File: config.mk
export PLATFORM = sky130hd
export DESIGN_NAME = plv_dist
export DESIGN_NICKNAME = d
export VERILOG_FILES = /design/src/plv_pkg.sv /design/src/plv_dist.sv
export SDC_FILE = /design/constraint.sdc
export NUM_CORES = 2
export LEC_CHECK = 0
export BUFFER_PORTS_ARGS = -buffer_cell sky130_fd_sc_hd__buf_4
export CAP_MARGIN = 0
export CORE_UTILIZATION = 55
export DETAILED_ROUTE_END_ITERATION = 12
export PLACE_DENSITY_LB_ADDON = 0.3
export SLEW_MARGIN = 20
export SYNTH_ARGS = -nofsm -noshare
export SYNTH_HDL_FRONTEND = slang
export SYNTH_SLANG_ARGS = --single-unit
export TNS_END_PERCENT = 100
File: constraint.sdc
create_clock -name clk -period 8.93 [get_ports clk]
set_input_delay 1.3395 -clock clk [delete_from_list [all_inputs] [get_ports clk]]
set_output_delay 1.3395 -clock clk [all_outputs]
set_load 0.02 [all_outputs]
File: src/plv_pkg.sv
// Shared types, constants and helpers for the proximity vertex lighting block.
// No dependencies; imported by every module of the block.
`default_nettype none

package plv_pkg;

  // Default grid and chunk sizes (handed down as top-level parameters)
  localparam int WORLD_COLS_DEF           = 16;
  localparam int WORLD_ROWS_DEF           = 16;
  localparam int MAX_LIGHTS_PER_CHUNK_DEF = 4;

  // Fixed field widths
  localparam int POS_W    = 20;
  localparam int LPOS_W   = 3 * POS_W;
  localparam int DIST_W   = 42;
  localparam int COLOR_W  = 16;
  localparam int NIB_W    = 4;
  localparam int OP_W     = 2;
  localparam int CHUNK_W  = 4;
  localparam int SLOT_W   = 2;
  localparam int LCOUNT_W = 3;
  localparam int CFG_IDX_W  = 1;
  localparam int CFG_DATA_W = DIST_W;

  typedef enum logic [OP_W-1:0] {
    OP_LIGHT_POS   = 2'd0,
    OP_CHUNK_COUNT = 2'd1,
    OP_VERTEX      = 2'd2
  } op_t;

  typedef enum logic [CFG_IDX_W-1:0] {
    REG_REACH_SQ = 1'd0,
    REG_FALLOFF  = 1'd1
  } cfg_reg_t;

  // Subtract falloff from a color nibble, saturating at zero
  function automatic logic [NIB_W-1:0] reduce_nib(input logic [NIB_W-1:0] nib,
                                                  input logic [NIB_W-1:0] fall);
    logic [NIB_W-1:0] res;
    res = (nib > fall) ? (nib - fall) : '0;
    return res;
  endfunction

endpackage

`default_nettype wire

File: src/plv_dist.sv
// Pipelined squared-distance unit: one light against the vertex per cycle.
// Three stages (abs diff, square, sum and compare). Depends on plv_pkg.
`default_nettype none

module plv_dist
  import plv_pkg::*;
(
  input  wire logic                     clk,
  input  wire logic                     rst_n,
  input  wire logic                     in_vld,
  input  wire logic [LPOS_W-1:0]        light,
  input  wire logic signed [POS_W-1:0]  vtx_x,
  input  wire logic signed [POS_W-1:0]  vtx_y,
  input  wire logic signed [POS_W-1:0]  vtx_z,
  input  wire logic [DIST_W-1:0]        thresh,
  output logic                          hit_vld,
  output logic                          hit,
  output logic                          busy
);

  localparam int SQ_W = 2 * POS_W;

  logic [POS_W:0]   dx, dy, dz, ndx, ndy, ndz;
  logic [POS_W-1:0] ax_r, ay_r, az_r, ax_nxt, ay_nxt, az_nxt;
  logic [SQ_W-1:0]  sqx_r, sqy_r, sqz_r;
  logic [DIST_W-1:0] sum;
  logic             s1_vld_r, s2_vld_r, hit_vld_r, hit_r;

  // light word packs x in the top bits, then y, then z
  always_comb begin
    dx  = {light[3*POS_W-1], light[3*POS_W-1:2*POS_W]} - {vtx_x[POS_W-1], vtx_x};
    dy  = {light[2*POS_W-1], light[2*POS_W-1:POS_W]} - {vtx_y[POS_W-1], vtx_y};
    dz  = {light[POS_W-1], light[POS_W-1:0]} - {vtx_z[POS_W-1], vtx_z};
    ndx = -dx;
    ndy = -dy;
    ndz = -dz;
    ax_nxt = dx[POS_W] ? ndx[POS_W-1:0] : dx[POS_W-1:0];
    ay_nxt = dy[POS_W] ? ndy[POS_W-1:0] : dy[POS_W-1:0];
    az_nxt = dz[POS_W] ? ndz[POS_W-1:0] : dz[POS_W-1:0];
    sum = DIST_W'(sqx_r) + DIST_W'(sqy_r) + DIST_W'(sqz_r);
  end

  always_ff @(posedge clk) begin
    ax_r  <= ax_nxt;
    ay_r  <= ay_nxt;
    az_r  <= az_nxt;
    sqx_r <= SQ_W'(ax_r) * SQ_W'(ax_r);
    sqy_r <= SQ_W'(ay_r) * SQ_W'(ay_r);
    sqz_r <= SQ_W'(az_r) * SQ_W'(az_r);
    hit_r <= (sum < thresh);
    if (!rst_n) begin
      s1_vld_r  <= 1'b0;
      s2_vld_r  <= 1'b0;
      hit_vld_r <= 1'b0;
    end else begin
      s1_vld_r  <= in_vld;
      s2_vld_r  <= s1_vld_r;
      hit_vld_r <= s2_vld_r;
    end
  end

  assign hit_vld = hit_vld_r;
  assign hit     = hit_r;
  assign busy    = s1_vld_r | s2_vld_r | hit_vld_r;

endmodule

`default_nettype wire

# Yosys cells after proc, flatten, opt, wreduce, memory -nomap -nowiden
# Cells that the tools add are included.
classes:
  n_addsub: 8
  mux: 3
  n_bitwise: 2
  n_mul: 3
  magnitude_cmp: 1
op_table:
  columns: ["cell", "count"]
  rows:
  - ["multiplier 20 x 20 -> 40 bit", 3]
  - ["subtractor 20 x 20 -> 21 bit", 3]
  - ["2-to-1 mux 20 bit", 3]
  - ["negation 20 bit", 3]
  - ["adder 41 x 40 -> 42 bit", 1]
  - ["less-than comparator 42 bit", 1]
  - ["adder 40 x 40 -> 41 bit", 1]
  - ["OR 1 bit", 2]
totals:
  inputBits: 165
  reg_bits: 184
  elab_cells: 27

# Depth between registers and ports, before layout
depth:
  word_depth: 3
  ltp_mapped: 30
  depth_no_buf: 27

# Worst setup path after synthesis
# No wires, ideal clock.
synth_path:
  path_kind: "register -> register"
  start: "register ay_r[8]"
  end: "register sqy_r[33]"
  required_ps: 8858
  path_slack_ps: 1706
  setup_time_ps: 72
  t_arrival_ps: 7151
  path_stages_with_launch: 26
  cell_sequence: "dfxtp_1 clkbuf_1 clkbuf_1 nand2_1 fa_1 fa_1 fa_1 inv_1 fa_1 fa_1 fa_1 inv_1 fa_1 inv_1 ha_1 a21o_1 a21o_1 a221o_1 a41o_1 a221o_1 a211oi_2 o21ai_0 o21ai_1 nor2_1 a311oi_1 xnor2_1"
synth_via:
  elab_chain_cells: 1
synth_rtl:
  columns: ["item", "line_no", "source"]
  rows:
  - ["from (decl)", "plv_dist.sv:24", "logic [POS_W-1:0] ax_r, ay_r, az_r, ax_nxt, ay_nxt, az_nxt;"]
  - ["from (signal assigned)", "plv_dist.sv:45", "ay_r <= ay_nxt;"]
  - ["multiplier 20 x 20 -> 40 bit", "plv_dist.sv:48", "sqy_r <= SQ_W'(ay_r) * SQ_W'(ay_r);"]
  - ["to (signal assigned)", "plv_dist.sv:48", null]
  - ["to (decl)", "plv_dist.sv:25", "logic [SQ_W-1:0] sqx_r, sqy_r, sqz_r;"]
# Every way passes these cells.
# A chain may end at the register's enable or synchronous reset.

# Final worst setup path
layout_path:
  start: "register ay_r[2]"
  end: "register sqy_r[33]"
# The elaborated chain is that of the path after synthesis.

==> flow_metrics.tcl <==
set metrics [dict create \
    synth_ff_type "dfxtp_1" \
    crit_slowest_cell "dfxtp_1" \
    setup_viol 0 \
    die_w_um 291 \
    fillers 7114 \
    ys_warn_count 0 \
    drive_above_1_share 0.0549 \
    rsz0062_at_grt "false" \
    r2r_start "ay_r[2]" \
    slew_headroom 0.295 \
    required_ps 9360 \
    syn_avg_cell_area_um2 9.11 \
    hold_depth 1 \
    hold_violations 0 \
    fin_crit_sh 0.893 \
    postSynthCellCount 5031 \
    totalNegativeSetupSlack_ps 0 \
    drt_iter0_drc 1712 \
    placed_cell_area_mm2 0.0483 \
    rr_worst_depth 25 \
    crit_family "adder cells" \
    crit_path_start "ay_r[2]" \
    htree_levels 4 \
    synthesis.area_mm2 0.0459 \
    status "finished clean" \
    synth_seq_cells 181 \
    ctsHoldBuffers 0 \
    crit_top_cell "fa_1" \
    start_util 0.558 \
    finalMaxSlewViolations 0 \
    synth_enable_flop_cells 0 \
    critPathArrivalTime_ps 8400 \
    grt_pass1_wl_um 172000 \
    rows 105 \
    async_reset_ff_frac 0 \
    grt_pass1_vias 35753 \
    routed-via-count 33130 \
    hpwl_um 86200 \
    numCtsBuffers 17 \
    drv_cap 0 \
    skew_ps 14.9 \
    cts_root_buffer "clkbuf_16" \
    io_buffers 167 \
    layout_commonest_cell "inv_1" \
    first_pass_iters 6 \
    areaGrowthSynthToFinish_pct 6.57 \
    drc 0 \
    ios 168 \
    path_class "reg -> reg" \
    routed_wirelength_um 101000 \
    r2r_setup_slack_ps 960 \
    routed_via_density 5.33 \
    cts.path.max_buffers 2 \
    cp_num_cells 25 \
    insertion_delay_ps 500 \
    ys_types 77 \
    grt_antenna_before_repair 5 \
    coreArea_mm2 0.0822 \
    post_drt_wl_per_cell_um 16.2 \
    gp_congestion 0.899 \
    cp_max_fo 22 \
    max_freq_ghz 0.125 \
    ant_nets 0 \
    postCtsSetupRepairBufs 0 \
    clk_pin_slew_ps 80 \
    crit_path_end_kind "register" \
    post_cts_resized 0 \
    die_h_um 291 \
    fin_nets 6762 \
    start_kind "register" \
    min_period_ps 7970 \
    grt_max_degree 24 \
    die_area_mm2 0.0845 \
    grt_overflow 0 \
    grt_usage 0.252 \
    final_area_mm2 0.0489 \
    layout_common_cells "inv_1 (1195), fa_1 (878), ha_1 (594)" \
    cp_num_buf_inv 5 \
    clock-sinks 181 \
    cts_tree "built" \
    ys_seq_area_frac 0.0790 \
    worstMarginPinSlew_ps 1060 \
    hp-start "s1_vld_r" \
    min_path_type "reg -> reg" \
    max_stage_delay_ps 970 \
]
-- final cells by class --
cell class                 instances  area [um^2]  share of cell area
antenna                            2         5.00            0.000102
clock buffer                      17          425             0.00871
clock inverter                    15          180             0.00369
inverter                        1195         4490              0.0918
multi-input combinational       3521        37200               0.762
sequential                       181         3620              0.0742
tap                             1070         1340              0.0274
timing repair buffer             209         1570              0.0321
-- cell families (layout without fill, tap and decap cells) --
group,count (synthesis),in the layout,synth area share
other,2,5,0.000164
AO/OA/AOI/OAI,656,656,0.0940
AND/OR/NAND/NOR,1103,1103,0.117
adder cells (fa/ha/maj),1474,1474,0.546
multiplexers,11,11,0.00257
buffers and inverters,1330,1436,0.109
flip-flops,181,181,0.0790
XOR/XNOR,274,274,0.0523
-- synthesized netlist by cell type (12+ instances only) --
master,count,area (um^2)
o211ai_1,12,90.1
nand3_1,35,175
and3_1,19,119
nand2_1,434,1630
o21bai_1,34,255
and2_1,225,1410
fa_1,878,17600
nor3_1,39,195
nor4_1,15,93.8
dfxtp_1,181,3620
a31oi_1,31,194
ha_1,594,7430
xnor2_1,181,1590
a21o_1,109,818
nor2b_1,47,294
clkbuf_1,129,484
xor2_1,93,815
nor2_1,169,634
nand4_1,22,138
a2111oi_0,12,105
a21oi_1,179,896
inv_1,1195,4490
or2_2,15,93.8
nand2b_1,38,238
or3_1,17,106
a211oi_1,21,158
o21a_1,46,345
o21ai_0,108,541
-- worst paths after layout --
path | to
setup / recovery | sqy_r[33]
hold / removal | s2_vld_r
setup reg to reg | sqy_r[33]
hold reg to reg | s2_vld_r
-- routing by layer --
layer	global-route usage	routed length, um	up-vias
met1	0.333	43600	16522
met3	0.0238	4080	146
met4	0.0685	2380	0
li1	-	-	15779
met2	0.443	50800	683
met5	0	0	-
-- registers in the layout, summed over array words and instances, names as in the netlist --
signal / flops
az_r: 20
hit: 1
ax_r: 20
s2_vld_r: 1
sqx_r: 39
sqy_r: 39
s1_vld_r: 1
hit_vld: 1
sqz_r: 39
ay_r: 20
-- through the flow --
| step | utilization | cells | hold WS, ps | setup slack (ps) |
|---|---|---|---|---|
| floorplan | - | 5032 | 358 | 1710 |
| global placement | 0.587 | 6176 | 441 | 1140 |
| detailed placement | 0.587 | 6176 | 445 | 1040 |
| CTS | 0.594 | 6208 | 464 | 1020 |
| global route | 0.594 | 6208 | 501 | 365 |
| finish | 0.594 | 6210 | 460 | 959 |
-- worst register-to-register path, delay by kind of cell, from the launching register on --
kind            cells  cell delay, ps
buf+inv             5             310
compound gates      9            2360
flops               1             970
fa+ha+maj           8            3730
xor+xnor            1             150
simple gates        2             380
Power is left out: the tool's default activity adds up to more than one toggle a clock period on the data nets, which glitch-free logic cannot reach.
